==> src/rtl/core/sobc_pkg.sv <==
// ----------------------------------------------------------------------------
// sobc_pkg: shared constants and helpers for the second-order checksum
// Term constants, multiplier functions and the modulo-65535 fold.
// ----------------------------------------------------------------------------
`default_nettype none

package sobc_pkg;

    localparam int unsigned BYTE_W    = 8;
    localparam int unsigned TERM_W    = 16;
    localparam int unsigned PROD_W    = 25;   // (9-bit factor) x (16-bit term)

    localparam logic [TERM_W-1:0] MODULUS    = 16'hFFFF;
    localparam logic [TERM_W-1:0] FIRST_ADD  = 16'd7;
    localparam logic [TERM_W-1:0] PREV_INIT  = 16'd1;
    localparam logic [BYTE_W-1:0] ALPHA_MULT = 8'd17;
    localparam logic [BYTE_W-1:0] BETA_MULT  = 8'd31;

    typedef logic [BYTE_W-1:0] byte_t;
    typedef logic [TERM_W-1:0] term_t;
    typedef logic [PROD_W-1:0] prod_t;

    // Position multipliers, taken modulo 256 by truncation
    function automatic byte_t alpha_of(input byte_t pos);
        logic [2*BYTE_W-1:0] p;
        begin
            p = pos * ALPHA_MULT;
            return p[BYTE_W-1:0];
        end
    endfunction

    function automatic byte_t beta_of(input byte_t pos);
        logic [2*BYTE_W-1:0] p;
        begin
            p = pos * BETA_MULT;
            return p[BYTE_W-1:0];
        end
    endfunction

    // x mod 65535 for x < 2^25: 2^16 == 1, so add high and low halves,
    // then one conditional subtract (the sum stays below twice the modulus)
    function automatic term_t fold_mod(input prod_t x);
        logic [TERM_W:0] s;
        begin
            s = {1'b0, x[TERM_W-1:0]} + {{(2*TERM_W+1-PROD_W){1'b0}}, x[PROD_W-1:TERM_W]};
            if (s >= {1'b0, MODULUS}) begin
                s = s - {1'b0, MODULUS};
            end
            return s[TERM_W-1:0];
        end
    endfunction

endpackage

`default_nettype wire

==> src/rtl/core/second_order_byte_checksum_top.sv <==
// The last byte passes the input register, then the result register, to m_tdata.
// Throughput: one byte per cycle unless a last byte waits on a busy result slot;
// the term recurrence is combinational: two narrow multipliers, modulo-65535 fold.
// Reset: synchronous active-low aresetn empties the input and output
// registers and returns the checksum to its start-of-message state.
// ----------------------------------------------------------------------------
// second_order_byte_checksum_top: second-order byte checksum
// Streams message bytes in, emits one 16-bit checksum per message on the
// word marked last.
// ----------------------------------------------------------------------------
`default_nettype none

module second_order_byte_checksum_top
    import sobc_pkg::*;
(
    input  wire              aclk,
    input  wire              aresetn,
    input  wire              s_tvalid,
    output logic             s_tready,
    input  wire [7:0]        s_tdata,   // [7:0] data_byte
    input  wire              s_tlast,
    output logic             m_tvalid,
    input  wire              m_tready,
    output logic [15:0]      m_tdata    // [15:0] checksum
);

    // Input register
    logic  in_valid_reg;
    byte_t in_byte_reg;
    logic  in_last_reg;

    // Checksum state
    logic  started_reg, started_next;
    byte_t pos_reg, pos_next;
    term_t prev_reg, prev_next;
    term_t cur_reg, cur_next;

    // Output register
    logic  out_valid_reg;
    term_t out_data_reg;

    logic  advance;
    term_t term;
    term_t cur_new;

    // The held word moves on unless it closes a message and the result slot is busy
    assign advance  = in_valid_reg && (!in_last_reg || !out_valid_reg || m_tready);
    assign s_tready = !in_valid_reg || advance;
    assign m_tvalid = out_valid_reg;
    assign m_tdata  = out_data_reg;

    sobc_term u_term (
        .data_byte (in_byte_reg),
        .pos       (pos_reg),
        .cur       (cur_reg),
        .prev      (prev_reg),
        .term      (term)
    );

    // Next checksum state
    always_comb begin
        cur_new = started_reg ? term : (TERM_W'(in_byte_reg) + FIRST_ADD);
        if (in_last_reg) begin
            started_next = 1'b0;
            pos_next     = '0;
            prev_next    = PREV_INIT;
            cur_next     = '0;
        end else if (started_reg) begin
            started_next = 1'b1;
            pos_next     = pos_reg + byte_t'(1);
            prev_next    = cur_reg;
            cur_next     = term;
        end else begin
            started_next = 1'b1;
            pos_next     = byte_t'(1);
            prev_next    = PREV_INIT;
            cur_next     = cur_new;
        end
    end

    // Input register
    always_ff @(posedge aclk) begin
        if (!aresetn) begin
            in_valid_reg <= 1'b0;
        end else if (s_tready) begin
            in_valid_reg <= s_tvalid;
        end
        if (s_tready && s_tvalid) begin
            in_byte_reg <= s_tdata;
            in_last_reg <= s_tlast;
        end
    end

    // Checksum state
    always_ff @(posedge aclk) begin
        if (!aresetn) begin
            started_reg <= 1'b0;
            pos_reg     <= '0;
            prev_reg    <= PREV_INIT;
            cur_reg     <= '0;
        end else if (advance) begin
            started_reg <= started_next;
            pos_reg     <= pos_next;
            prev_reg    <= prev_next;
            cur_reg     <= cur_next;
        end
    end

    // Result register
    always_ff @(posedge aclk) begin
        if (!aresetn) begin
            out_valid_reg <= 1'b0;
        end else if (advance && in_last_reg) begin
            out_valid_reg <= 1'b1;
        end else if (m_tready) begin
            out_valid_reg <= 1'b0;
        end
        if (advance && in_last_reg) begin
            out_data_reg <= cur_new;
        end
    end

endmodule

`default_nettype wire

==> src/rtl/core/sobc_term.sv <==
// ----------------------------------------------------------------------------
// sobc_term: next running term of the checksum
// (byte + alpha) * cur - beta * prev, folded modulo 65535 with the
// 64-bit unsigned wrap behavior on a negative difference.
// ----------------------------------------------------------------------------
`default_nettype none

module sobc_term
    import sobc_pkg::*;
(
    input  wire byte_t data_byte,
    input  wire byte_t pos,
    input  wire term_t cur,
    input  wire term_t prev,
    output term_t      term
);

    logic [BYTE_W:0] factor_a;
    prod_t           prod_a;
    prod_t           prod_b;
    logic            neg;
    prod_t           diff;
    term_t           m;

    // Two parallel products, operands widened to the full product width
    always_comb begin
        factor_a = {1'b0, data_byte} + {1'b0, alpha_of(pos)};
        prod_a   = PROD_W'(factor_a) * PROD_W'(cur);
        prod_b   = PROD_W'(beta_of(pos)) * PROD_W'(prev);
    end

    // Magnitude of the difference; negative side uses b - a - 1
    always_comb begin
        neg  = (prod_a < prod_b);
        diff = neg ? (prod_b - prod_a - PROD_W'(1)) : (prod_a - prod_b);
        m    = fold_mod(diff);
        // 65535 - m is the bitwise inverse; zero stays zero
        if (neg && (m != '0)) begin
            term = ~m;
        end else begin
            term = m;
        end
    end

endmodule

`default_nettype wire

==> config.mk <==
export PLATFORM = sky130hd
export DESIGN_NAME = second_order_byte_checksum_top
export DESIGN_NICKNAME = d
export VERILOG_FILES = /design/src/rtl/core/sobc_pkg.sv /design/src/rtl/core/second_order_byte_checksum_top.sv /design/src/rtl/core/sobc_term.sv
export SDC_FILE = /design/constraint.sdc
export NUM_CORES = 1
export LEC_CHECK = 0
export BUFFER_PORTS_ARGS = -buffer_cell sky130_fd_sc_hd__buf_2
export CORE_ASPECT_RATIO = 1.1
export CORE_MARGIN = 10
export CORE_UTILIZATION = 30
export CTS_CLUSTER_SIZE = 8
export DETAILED_ROUTE_END_ITERATION = 8
export GPL_TIMING_DRIVEN = 0
export PLACE_DENSITY = 0.55
export SLEW_MARGIN = 30
export SYNTH_ARGS = -nofsm -noshare
export SYNTH_HDL_FRONTEND = slang
export SYNTH_SLANG_ARGS = --single-unit
==> constraint.sdc <==
create_clock -name aclk -period 20.9 [get_ports aclk]
set_input_delay 2.09 -clock aclk [delete_from_list [all_inputs] [get_ports aclk]]
set_output_delay 2.09 -clock aclk [all_outputs]
set_load 0.02 [all_outputs]
Word-level counts from Yosys, hierarchy flattened

Cells that the tools add are included.

Input port bits: 13
Bits in registers: 68
Word-level logic and storage cells: 49
Output and inout bits: 18

Add/subtract/negate cells: 8
Multiplexer cells: 13
Reduce and logical (&&, ||, !) cells: 12
Magnitude comparators: 2
Multipliers: 4
Bitwise operators: 1

Operator list:

| kind                   | number |
|---|---|
| $mux 16                | 7 |
| $lt 25x24->1           | 1 |
| $mul 9x16->25          | 1 |
| $mux 25                | 1 |
| $sub 24x25->25         | 1 |
| $sub 25x1->25 const B  | 1 |
| $sub 25x24->25         | 1 |
| $mul 8x16->24          | 1 |
| $add 16x9->17          | 1 |
| $ge 17x16->1 const B   | 1 |
| $mul 8x5->8 const B    | 2 |
| $mux 8                 | 2 |
| $not 16->16            | 1 |
| $reduce_bool 16->1     | 1 |
| $sub 16x16->16 const B | 1 |
| $add 8x3->9 const B    | 1 |
| $add 8x8->9            | 1 |
| $add 8x1->8 const B    | 1 |
| $logic_and 1x1->1      | 4 |
| $logic_not 1->1        | 3 |
| $logic_or 1x1->1       | 3 |
| $mux 1                 | 3 |
| $reduce_bool 2->1      | 1 |

Longest topological paths before layout

Gate-level depths: netlist (run 1).

Word-level depth: 15
Mapped depth: 65
Gate-level depth less buffers: 60

By module

A second synthesis (run 1) with hierarchy kept.

Cells, all modules: 1934
Area total of the unflattened synthesis: 16256.8 µm²

By module, submodules not included:

| module                         | area each (µm²) | cells each | instances | seq. area each (µm²) |
|---|---|---|---|---|
| sobc_term                      | 13494.2         | 1673       | 1         | 0.0 |
| second_order_byte_checksum_top | 2762.6          | 261        | 1         | 1611.5 |

Worst setup path after synthesis (run 1)

Ideal clock, no wire load.

Path type: reg-to-reg
Start: register pos_reg[1]
End: register out_data_reg[7], in the netlist m_tdata[7] (data pin)
Buffers on the path: 5
Path slack: 5849 ps
Cell stages (with the launch flop): 60
Data arrival time: 14796 ps
Clock period less this slack: 15051 ps
Required time: 20646 ps
Setup time: 254 ps
Cells stage by stage: dfxtp_1 > fa_1 > inv_1 > fa_1 > fa_1 > inv_1 > ha_1 > a21oi_1 > o21bai_1 > a21oi_1 > xnor2_1 > clkbuf_1 > nand2_1 > fa_1 > fa_1 > fa_1 > fa_1 > inv_1 > (+24 left out) > o211ai_1 > xor2_1 > ha_1 > fa_1 > a211o_1 > a2111oi_0 > o31ai_1 > a211oi_1 > or4b_4 > a2111oi_4 > o211ai_2 > a221oi_1 > o221ai_1 > nor4_2 > nand2b_2 > buf_6 > o211ai_1 > o21a_1

Cells in the longest elaborated chain, start to end: 13
Elaborated cells between the ends (all ways): 19
Classes of those cells: 6 x add/sub; 4 x mul; 2 x order compare; 4 x mux; 1 x bitwise; 2 x reduce/logical

Ends and longest elaborated chain:

| element                                        | RTL line                              | text |
|---|---|---|
| start: declaration                             | second_order_byte_checksum_top.sv:34  | `byte_t pos_reg, pos_next;` |
| start signal: assignment                       | second_order_byte_checksum_top.sv:103 | `pos_reg <= pos_next;` |
| $mul 8x5->8                                    | sobc_pkg.sv:27                        | `p = pos * ALPHA_MULT;` |
| $add 8x8->9                                    | sobc_term.sv:27                       | `factor_a = {1'b0, data_byte} + {1'b0, alpha_of(pos)};` |
| $mul 9x16->25                                  | sobc_term.sv:28                       | `prod_a = PROD_W'(factor_a) * PROD_W'(cur);` |
| $sub 24x25->25                                 | sobc_term.sv:35                       | `diff = neg ? (prod_b - prod_a - PROD_W'(1)) : (prod_a - prod_b);` |
| $sub 25x1->25                                  | sobc_term.sv:35                       |  |
| $mux 25                                        | sobc_term.sv:35                       |  |
| $add 16x9->17                                  | sobc_pkg.sv:45                        | `s = {1'b0, x[TERM_W-1:0]} + {{(2*TERM_W+1-PROD_W){1'b0}}, x[PROD_W-1:TERM_W]};` |
| $sub 16x16->16 or $ge 17x16->1 (tied branches) | sobc_pkg.sv:47, sobc_pkg.sv:46        |  |
| $mux 16                                        | sobc_pkg.sv:46                        | `if (s >= {1'b0, MODULUS}) begin` |
| $reduce_bool 16->1                             | sobc_term.sv:38                       | `if (neg && (m != '0)) begin` |
| $logic_and 1x1->1                              | sobc_term.sv:38                       |  |
| $mux 16 *                                      | sobc_term.sv:38                       |  |
| $mux 16 *                                      | second_order_byte_checksum_top.sv:62  | `cur_new = started_reg ? term : (TERM_W'(in_byte_reg) + FIRST_ADD);` |
| named net cur_new[7]                           | second_order_byte_checksum_top.sv:44  | `term_t cur_new;` |
| end signal: assignment                         | second_order_byte_checksum_top.sv:119 | `out_data_reg <= cur_new;` |
| end: declaration                               | second_order_byte_checksum_top.sv:40  | `term_t out_data_reg;` |

The timed path passes the listed nets; every way through them passes the cells marked *.
A chain may end at the register's enable or synchronous reset.

Worst setup path in the final report (run 1)

Start: register pos_reg[1]
End: register out_data_reg[1], in the netlist m_tdata[1] (data pin)

The elaborated chain is that of the path after synthesis.

==> impl_metrics.py, run 1 <==
metrics = {
    "final_layout": {
        "area_delta_synth_final_pct": 8.01,
        "antenna_cells": 0,
        "postLayoutCellArea_mm2": 0.0173,
        "drive_gt1_share_pct": 3.83,
        "final_nets": 2363,
    },
    "drt": {
        "firstDrtPassIters": 5,
        "vias": 13700,
        "via_per_inst": 5.16,
        "ant_nets": 0,
        "routed_wl_mm": 48.7,
        "drt_iter0_drc": 939,
        "wl_per_cell_um": 18.3,
        "detail_route.drc_violations": 0,
    },
    "placed_design": {
        "post-place-ws_ps": 1930,
        "buffer_ports.inserted": 30,
        "routabilityCongestion": 0.943,
        "dp_hpwl_mm": 40.8,
        "place_area_mm2": 0.0170,
    },
    "worst_setup_path": {
        "r2r-start": "pos_reg[1]$_SDFFE_PN0P_",
        "rr_worst_depth": 60,
        "critPathMaxStageDelay_ps": 740,
        "reg2reg_slack_ps": 1960,
        "endpoint": "m_tdata[1]$_DFFE_PP_",
        "path_depth": 60,
        "endpoint_kind": "flop",
        "crit_buf_inv": 11,
        "critical_path_class": "flop to flop",
        "worst_ep_arrival_time_ps": 19000,
        "critPathTopFamily": "compound AO/OA/AOI/OAI gates",
        "path_max_fanout": 10,
        "crit_start": "pos_reg[1]$_SDFFE_PN0P_",
        "slowest_stage": "a2111oi_1",
        "critPathLaunchType": "flop",
        "required_ps": 20960,
        "crit_top_cell": "fa_1",
        "reg2reg_to": "m_tdata[1]$_DFFE_PP_",
    },
    "yosys": {
        "synthXorXnorAreaFrac_pct": 6.47,
        "synth_seq_area_share_pct": 10.1,
        "synth_area_leader_cell": "fa_1",
        "muxShareOfSynthArea_pct": 0.854,
        "synth_area_leaders": "fa_1, ha_1, inv_1",
        "synth_cells": 1940,
        "yosysUniqueCellTypes": 72,
        "syn_area_mm2": 0.0160,
        "async_flop_share_pct": 0,
        "synth_flop_cell": "dfxtp_1",
        "synth_edf_count": 25,
        "synth_compound_area_share_pct": 17.1,
        "ys_warn_count": 0,
        "ys_seq_elements": 68,
        "synth_top_family_by_area": "adder cells",
        "synth-adder-area-share_pct": 38.2,
        "synth.top_cell.area_share_pct": 24.7,
        "synth_nets": 2322,
        "synth-simple-area-share_pct": 18.4,
        "avgSynthCellArea_um2": 8.23,
    },
    "worst_hold_path": {
        "min_path_type": "flop to flop",
    },
    "clocking": {
        "cts_resized": 0,
        "cts.sinks": 68,
        "cts-htree-levels": 3,
        "cts-buffers-inserted": 9,
        "postCtsHoldBufs": 0,
        "tritoncts": "built",
        "clk_pin_slew_ps": 60,
        "cts-root-buf": "clkbuf_16",
        "clockBufferDepth": 2,
        "clk-insertion-delay-late_ps": 340,
        "cts_setup_buffers": 0,
    },
    "timing": {
        "final.setup_skew_ps": 8.01,
        "setup_tns_ps": 0,
        "fin_crit_sh_pct": 90.6,
        "fmax_ghz": 0.0528,
        "fin_ws_ps": 1960,
        "hold_viol_final": 0,
        "tightestPinTransition_ps": 978,
        "rsz0062_at_grt": "false",
        "setup_violations": 0,
        "slew_headroom_pct": 34.3,
        "final_max_slew_viol_count": 0,
        "fin_crit_ps": 18940,
    },
    "run": {
        "drv_cap": 0,
    },
    "grt": {
        "grt_util_all_layers_pct": 15.3,
        "grt_max_degree": 19,
        "grt_pass1_wl_mm": 75.8,
        "grt_pass1_vias": 13800,
        "grt-ovfl-total": 0,
        "antenna_found_initial": 2,
    },
    "floorplan": {
        "die_w_um": 240,
        "dieHeight_um": 262,
        "placement_rows": 88,
        "initial_core_util_pct": 30.4,
        "die-area_mm2": 0.0629,
        "design.portCount": 31,
        "placeableCoreArea_mm2": 0.0526,
    },
    "status": {
        "status": "finished clean",
    },
}
==> worst min-delay path by stage <==
stage	cells after the start	slack [ps]	to	start
after floorplan	2	490	prev_reg[10]$_SDFFE_PN0P_	cur_reg[10]$_SDFFE_PN0P_
after global placement	2	510	prev_reg[9]$_SDFFE_PN0P_	cur_reg[9]$_SDFFE_PN0P_
after detailed placement	2	520	prev_reg[7]$_SDFFE_PN0P_	cur_reg[7]$_SDFFE_PN0P_
after CTS	2	530	prev_reg[7]$_SDFFE_PN0P_	cur_reg[7]$_SDFFE_PN0P_
after global routing	2	570	prev_reg[5]$_SDFFE_PN0P_	cur_reg[5]$_SDFFE_PN0P_
final	2	530	prev_reg[7]$_SDFFE_PN0P_	cur_reg[7]$_SDFFE_PN0P_
==> worst min-delay path, delay by kind of cell, from the launching register on <==
kind	cells	cell delay, ps
flip-flops	1	330
AND/OR/NAND/NOR	1	100
AO/OA/AOI/OAI	1	70
==> cell usage after synthesis (4+ instances only) <==
cell,n
nor2_1,88
a21boi_0,4
and3_1,13
edfxtp_1,25
a21o_1,33
o211ai_1,15
and4_1,4
o21ai_1,5
and2_1,142
or2_2,7
ha_1,172
a21oi_1,124
xor2_1,30
o221ai_1,5
a31oi_1,13
nand3_1,15
o21a_1,15
nor3_1,15
o21ai_0,64
fa_1,197
mux2_2,5
a22oi_1,17
o31ai_1,7
xnor2_1,88
a2111oi_0,10
nand4_1,15
inv_1,304
nand2_1,203
nand2b_1,14
a211o_1,7
clkbuf_1,70
mux2i_1,8
a22o_1,8
nor2b_1,44
o31a_1,4
o21bai_1,26
a211oi_1,16
or3_1,7
dfxtp_1,43
==> cells by family (layout without fill, tap and decap cells) <==
group,Yosys count,after routing
xor gates and xnor gates,118,118
and+or+nand+nor,584,584
muxes,13,13
DFF,68,68
adders and majority gates,369,369
buffers and inverters,380,426
AOI/OAI and AO/OA,408,408
==> routing by layer <==
layer	up-vias	global-route usage [%]	part of all wire (%)
met3	70	1.57	4.3
met2	304	26.8	49
met4	0	5.66	3.4
met5	-	0	0
li1	6449	-	-
met1	6916	19.2	44
==> layout by cell type (no fill, tap or decap), types with 9 or more instances in the layout <==
cell       instances
buf_2             32
a22oi_1           17
a21o_1            33
nor3_1            15
a21oi_1          124
o21bai_1          26
nand2_1          203
clkbuf_16          9
a31oi_1           12
nand4_1           15
clkbuf_1          70
o21ai_0           64
and3_1            12
xnor2_1           87
nor2_1            88
ha_1             172
inv_1            304
fa_1             197
nor2b_1           44
o211ai_1          15
edfxtp_1          25
xor2_1            30
dfxtp_1           43
o21a_1            15
a211oi_1          16
nand3_1           15
a2111oi_0          9
nand2b_1          14
and2_1           142
==> layout make-up <==
class	instances	area (um2)
buffer	76	295
clock buffer	9	225
clock inverter	7	42.5
fill	5613	35400
inverter	304	1140
multi-input combinational	1492	12900
sequential	68	1610
tap	675	845
timing repair buffer	30	150
==> per-stage QoR <==
step	cells	hold WS [ps]	util (%)
floorplan	1940	486	-
global route	2661	573	32.8
detailed placement	2645	516	32.3
global placement	2645	507	32.2
finish	2661	527	32.8
CTS	2661	533	32.8
Power of run 1 is left out: the tool's default activity adds up to more than one toggle a clock period on the data nets, which glitch-free logic cannot reach.
==> inputs of run 2 (changes only) <==
--- a/config.mk
+++ b/config.mk
@@ -8,11 +8,10 @@
 export BUFFER_PORTS_ARGS = -buffer_cell sky130_fd_sc_hd__buf_2
 export CORE_ASPECT_RATIO = 1.1
 export CORE_MARGIN = 10
-export CORE_UTILIZATION = 30
+export CORE_UTILIZATION = 60
 export CTS_CLUSTER_SIZE = 8
 export DETAILED_ROUTE_END_ITERATION = 8
-export GPL_TIMING_DRIVEN = 0
-export PLACE_DENSITY = 0.55
+export PLACE_DENSITY = 0.88
 export SLEW_MARGIN = 30
 export SYNTH_ARGS = -nofsm -noshare
 export SYNTH_HDL_FRONTEND = slang
==> impl_metrics.py, run 2 (synthesis gave the netlist of run 1 again) <==
metrics = {
    "worst_setup_path": {
        "critPathLaunchType": "flop",
        "worst_ep_arrival_time_ps": 16970,
        "critPathMaxStageDelay_ps": 670,
        "slowest_stage": "a2111oi_0",
        "critical_path_class": "flop to flop",
        "required_ps": 20990,
        "reg2reg_slack_ps": 4010,
        "endpoint_kind": "flop",
        "path_max_fanout": 16,
    },
    "timing": {
        "final_max_slew_viol_count": 0,
        "slew_headroom_pct": 32.2,
        "fin_crit_ps": 16890,
        "hold_viol_final": 0,
        "setup_violations": 0,
        "fin_crit_sh_pct": 80.8,
        "rsz0062_at_grt": "false",
        "setup_tns_ps": 0,
        "tightestPinTransition_ps": 1020,
        "final.setup_skew_ps": 7.86,
        "fmax_ghz": 0.0592,
    },
    "placed_design": {
        "buffer_ports.inserted": 30,
        "dp_hpwl_mm": 38.2,
        "routabilityCongestion": 1.01,
    },
    "clocking": {
        "cts-root-buf": "clkbuf_16",
        "clockBufferDepth": 2,
        "clk-insertion-delay-late_ps": 340,
        "cts_setup_buffers": 0,
        "cts-buffers-inserted": 9,
        "clk_pin_slew_ps": 60,
        "tritoncts": "built",
        "postCtsHoldBufs": 0,
        "cts-htree-levels": 3,
        "cts_resized": 0,
        "cts.sinks": 68,
    },
    "floorplan": {
        "placement_rows": 62,
        "design.portCount": 31,
        "dieHeight_um": 191,
        "initial_core_util_pct": 61.1,
        "die_w_um": 176,
        "placeableCoreArea_mm2": 0.0261,
        "die-area_mm2": 0.0336,
    },
    "grt": {
        "antenna_found_initial": 1,
        "grtUsageMet3_pct": 4.76,
        "busiest_layer": "met2",
        "met2_usage_pct": 46.4,
        "grt_pass1_vias": 14300,
        "grt_max_degree": 32,
        "grt_util_all_layers_pct": 27.7,
        "grt_pass1_wl_mm": 74.6,
        "grt-ovfl-total": 0,
        "use_met1_pct": 33.7,
    },
    "drt": {
        "routed_wl_mm": 47.0,
        "firstDrtPassIters": 6,
        "detail_route.drc_violations": 0,
        "drt_iter0_drc": 1392,
        "wl_per_cell_um": 20.7,
        "vias": 14200,
        "via_per_inst": 6.24,
        "ant_nets": 0,
    },
    "final_layout": {
        "area_delta_synth_final_pct": 4.47,
        "drive_gt1_share_pct": 4.48,
        "final_common_cell": "inv_1",
        "multi_input_area_mm2": 0.0130,
        "fill_cells": 2101,
        "seqCellArea_mm2": 0.00161,
        "antenna_cells": 0,
        "final_nets": 2296,
        "final_cell_mix": "inv_1, nand2_1, fa_1",
    },
    "status": {
        "status": "finished clean",
    },
    "run": {
        "drv_cap": 0,
    },
    "worst_hold_path": {
        "min_path_type": "flop to flop",
    },
}
run 2: cell type report:
type / instances / area share [%]
Clock buffer: 10 / 1.43
Clock inverter: 6 / 0.420
Timing Repair Buffer: 39 / 1.30
Sequential cell: 68 / 9.66
Inverter: 304 / 6.84
Multi-Input combinational cell: 1492 / 77.7
Tap cell: 352 / 2.64
run 2: layer usage:
| metal | vias up | share of wire [%] |
|---|---|---|
| met2 | 755 | 47 |
| met1 | 6890 | 38 |
| met5 | - | 0 |
| li1 | 6327 | - |
| met3 | 204 | 9.1 |
| met4 | 0 | 5.9 |
run 2: path summary, 6_finish.rpt:
check / from / to / cells past startpoint
max reg2reg: pos_reg[1]$_SDFFE_PN0P_ / m_tdata[3]$_DFFE_PP_ / 56
max: pos_reg[1]$_SDFFE_PN0P_ / m_tdata[3]$_DFFE_PP_ / 56
min reg2reg: pos_reg[4]$_SDFFE_PN0P_ / pos_reg[4]$_SDFFE_PN0P_ / 1
min: pos_reg[4]$_SDFFE_PN0P_ / pos_reg[4]$_SDFFE_PN0P_ / 1
run 2: metrics by stage:
stage | setup slack (ps) | cells | util, % | hold WS [ps] | instance area, um2
2_1_floorplan | 5850 | 1940 | - | 486 | 16000
3_3_place_gp | 4140 | 2255 | 62.5 | 540 | 16300
3_5_place_dp | 3980 | 2255 | 62.6 | 553 | 16400
4_1_cts | 3940 | 2271 | 63.8 | 578 | 16700
5_1_grt | 2780 | 2271 | 63.8 | 613 | 16700
6_report | 4010 | 2271 | 63.8 | 584 | 16700
run 2: worst max-delay path: cells and delay by family (launching register included):
| family | cells | cell delay (ps) |
|---|---|---|
| mux | 1 | 290 |
| compound gates | 23 | 6220 |
| buf+inv | 8 | 540 |
| xor+xnor | 3 | 1120 |
| fa+ha+maj | 12 | 5480 |
| simple gates | 9 | 2390 |
| flops | 1 | 570 |
Power of run 2 is left out for the same reason.
==> inputs of run 3 (changes only) <==
--- a/config.mk
+++ b/config.mk
@@ -5,6 +5,7 @@
 export SDC_FILE = /design/constraint.sdc
 export NUM_CORES = 1
 export LEC_CHECK = 0
+export ABC_AREA = 1
 export BUFFER_PORTS_ARGS = -buffer_cell sky130_fd_sc_hd__buf_2
 export CORE_ASPECT_RATIO = 1.1
 export CORE_MARGIN = 10
==> constraint.sdc (replaced) <==
create_clock -name aclk -period 17.45 [get_ports aclk]
set_input_delay 1.745 -clock aclk [delete_from_list [all_inputs] [get_ports aclk]]
set_output_delay 1.745 -clock aclk [all_outputs]
set_load 0.02 [all_outputs]
==> impl_metrics.py, run 3 <==
metrics = {
    "timing": {
        "final_max_slew_viol_count": 0,
        "rsz0062_at_grt": "false",
        "hold_viol_final": 0,
        "setup_tns_ps": 0,
        "slew_headroom_pct": 48.3,
        "tightestPinTransition_ps": 774,
        "final.setup_skew_ps": 5.62,
        "fmax_ghz": 0.0659,
        "fin_crit_sh_pct": 86.9,
        "fin_crit_ps": 15170,
        "hold_slack_ps": 544,
        "setup_violations": 0,
    },
    "worst_setup_path": {
        "critical_path_class": "flop to flop",
        "worst_ep_arrival_time_ps": 15240,
        "crit_start": "pos_reg[0]$_SDFFE_PN0P_",
        "crit_buf_inv": 13,
        "crit_top_cell": "nand2_1",
        "r2r-start": "pos_reg[0]$_SDFFE_PN0P_",
        "critPathLaunchType": "flop",
        "required_ps": 17520,
        "slowest_stage": "dfxtp_2",
        "endpoint_kind": "flop",
        "critPathTopFamily": "adder cells",
        "path_max_fanout": 33,
        "critPathMaxStageDelay_ps": 690,
    },
    "yosys": {
        "synth_flop_cell": "dfxtp_1",
        "synth.top_cell.area_share_pct": 25.3,
        "avgSynthCellArea_um2": 7.24,
        "yosysUniqueCellTypes": 62,
        "synth.most_common_cell": "nand2_1",
        "async_flop_share_pct": 0,
        "ys_warn_count": 0,
        "synth_edf_count": 25,
        "synth_cells": 2155,
        "ys_seq_elements": 68,
        "synthTopCellsByCount": "nand2_1, inv_1, fa_1",
        "synth_area_leaders": "fa_1, ha_1, nand2_1",
        "synth_area_leader_cell": "fa_1",
        "synth_nets": 2537,
        "synth_seq_area_share_pct": 10.3,
        "syn_area_mm2": 0.0156,
    },
    "floorplan": {
        "dieHeight_um": 189,
        "initial_core_util_pct": 61.4,
        "placeableCoreArea_mm2": 0.0254,
        "die-area_mm2": 0.0329,
        "die_w_um": 174,
        "design.portCount": 31,
        "placement_rows": 61,
    },
    "grt": {
        "grt_util_all_layers_pct": 25.7,
        "antenna_found_initial": 0,
        "grt_max_degree": 42,
        "grt-ovfl-total": 0,
        "grt_pass1_vias": 14100,
        "grt_pass1_wl_mm": 69.9,
    },
    "final_layout": {
        "area_delta_synth_final_pct": 4.01,
        "antenna_cells": 0,
        "stdcell_count": 2484,
        "final_common_cell": "nand2_1",
        "postLayoutCellArea_mm2": 0.0162,
        "final_nets": 2515,
        "drive_gt1_share_pct": 5.43,
        "final_cell_mix": "nand2_1, inv_1, fa_1",
    },
    "clocking": {
        "postCtsHoldBufs": 0,
        "cts-htree-levels": 3,
        "cts_resized": 0,
        "clockBufferDepth": 2,
        "clk-insertion-delay-late_ps": 330,
        "tritoncts": "built",
        "clk_pin_slew_ps": 60,
        "cts_setup_buffers": 0,
        "cts.sinks": 68,
        "cts-root-buf": "clkbuf_16",
        "cts-buffers-inserted": 9,
    },
    "drt": {
        "drt_iter0_drc": 1464,
        "detail_route.drc_violations": 0,
        "firstDrtPassIters": 6,
        "routed_wl_mm": 42.5,
        "wl_per_cell_um": 17.1,
        "vias": 14000,
        "via_per_inst": 5.63,
        "ant_nets": 0,
    },
    "worst_hold_path": {
        "min-delay-start": "prev_reg[5]$_SDFFE_PN0P_",
        "min_path_type": "flop to flop",
    },
    "status": {
        "status": "finished clean",
    },
    "placed_design": {
        "routabilityCongestion": 0.980,
        "place_inst": 2468,
        "dp_hpwl_mm": 34.6,
        "buffer_ports.inserted": 30,
        "place_area_mm2": 0.0159,
    },
    "run": {
        "drv_cap": 0,
    },
}
==> run 3: changes by cell type after synthesis, sizes merged, moves of 17 or more <==
cell	previous run	this run
nor2	88	184
inv	304	474
a22oi	17	0
nand3	15	91
o21bai	26	5
a21oi	125	148
clkbuf	70	50
a21o	33	6
and2	142	2
nor2b	44	0
xor2	30	66
nand2	203	501
xnor2	88	32
==> run 3: cell families (layout without fill, tap and decap cells) <==
group | Yosys count | after routing | share of synthesized area [%]
buffers and inverters | 542 | 525 | 13.4
muxes | 1 | 1 | 0.0642
xor gates and xnor gates | 98 | 98 | 5.55
and+or+nand+nor | 819 | 819 | 22.3
DFF | 68 | 68 | 10.3
AOI/OAI and AO/OA | 258 | 258 | 9.26
adders and majority gates | 369 | 369 | 39.1
==> run 3: per-layer routing <==
layer  global-route usage [%]  wire length [um]
met5                        0                 0
met3                     4.16              3580
met2                     45.4             20800
met1                     30.3             16100
met4                     11.0              1990
==> run 3: tightest hold or removal path, delay by kind of cell (launching register included) <==
kind | cells | cell delay [ps]
AO/OA/AOI/OAI | 1 | 60
flip-flops | 1 | 360
AND/OR/NAND/NOR | 1 | 80
==> run 3: layout make-up <==
type | count | area, um2
Sequential cell | 68 | 1610
Multi-Input combinational cell | 1545 | 11900
Inverter | 474 | 1780
Tap cell | 346 | 433
Fill cell | 2128 | 9190
Clock inverter | 7 | 90.1
Clock buffer | 9 | 225
Timing Repair Buffer | 35 | 188
==> run 3: stage by stage <==
| stage | setup WS, ps | utilization [%] |
|---|---|---|
| 4_1_cts | 2090 | 63.8 |
| 3_5_place_dp | 2120 | 62.6 |
| 6_report | 2280 | 63.8 |
| 3_3_place_gp | 2480 | 62.6 |
| 2_1_floorplan | 4640 | - |
| 5_1_grt | 910 | 63.8 |
==> run 3: final timing paths <==
| kind | endpoint | slack [ps] | cells past startpoint |
|---|---|---|---|
| worst max-delay path | m_tdata[14]$_DFFE_PP_ | 2280 | 78 |
| worst min-delay path | prev_reg[5]$_SDFFE_PN0P_ | 540 | 2 |
| worst max register to register | m_tdata[14]$_DFFE_PP_ | 2280 | 78 |
| worst min register to register | prev_reg[5]$_SDFFE_PN0P_ | 540 | 2 |
Power of run 3 is left out for the same reason.
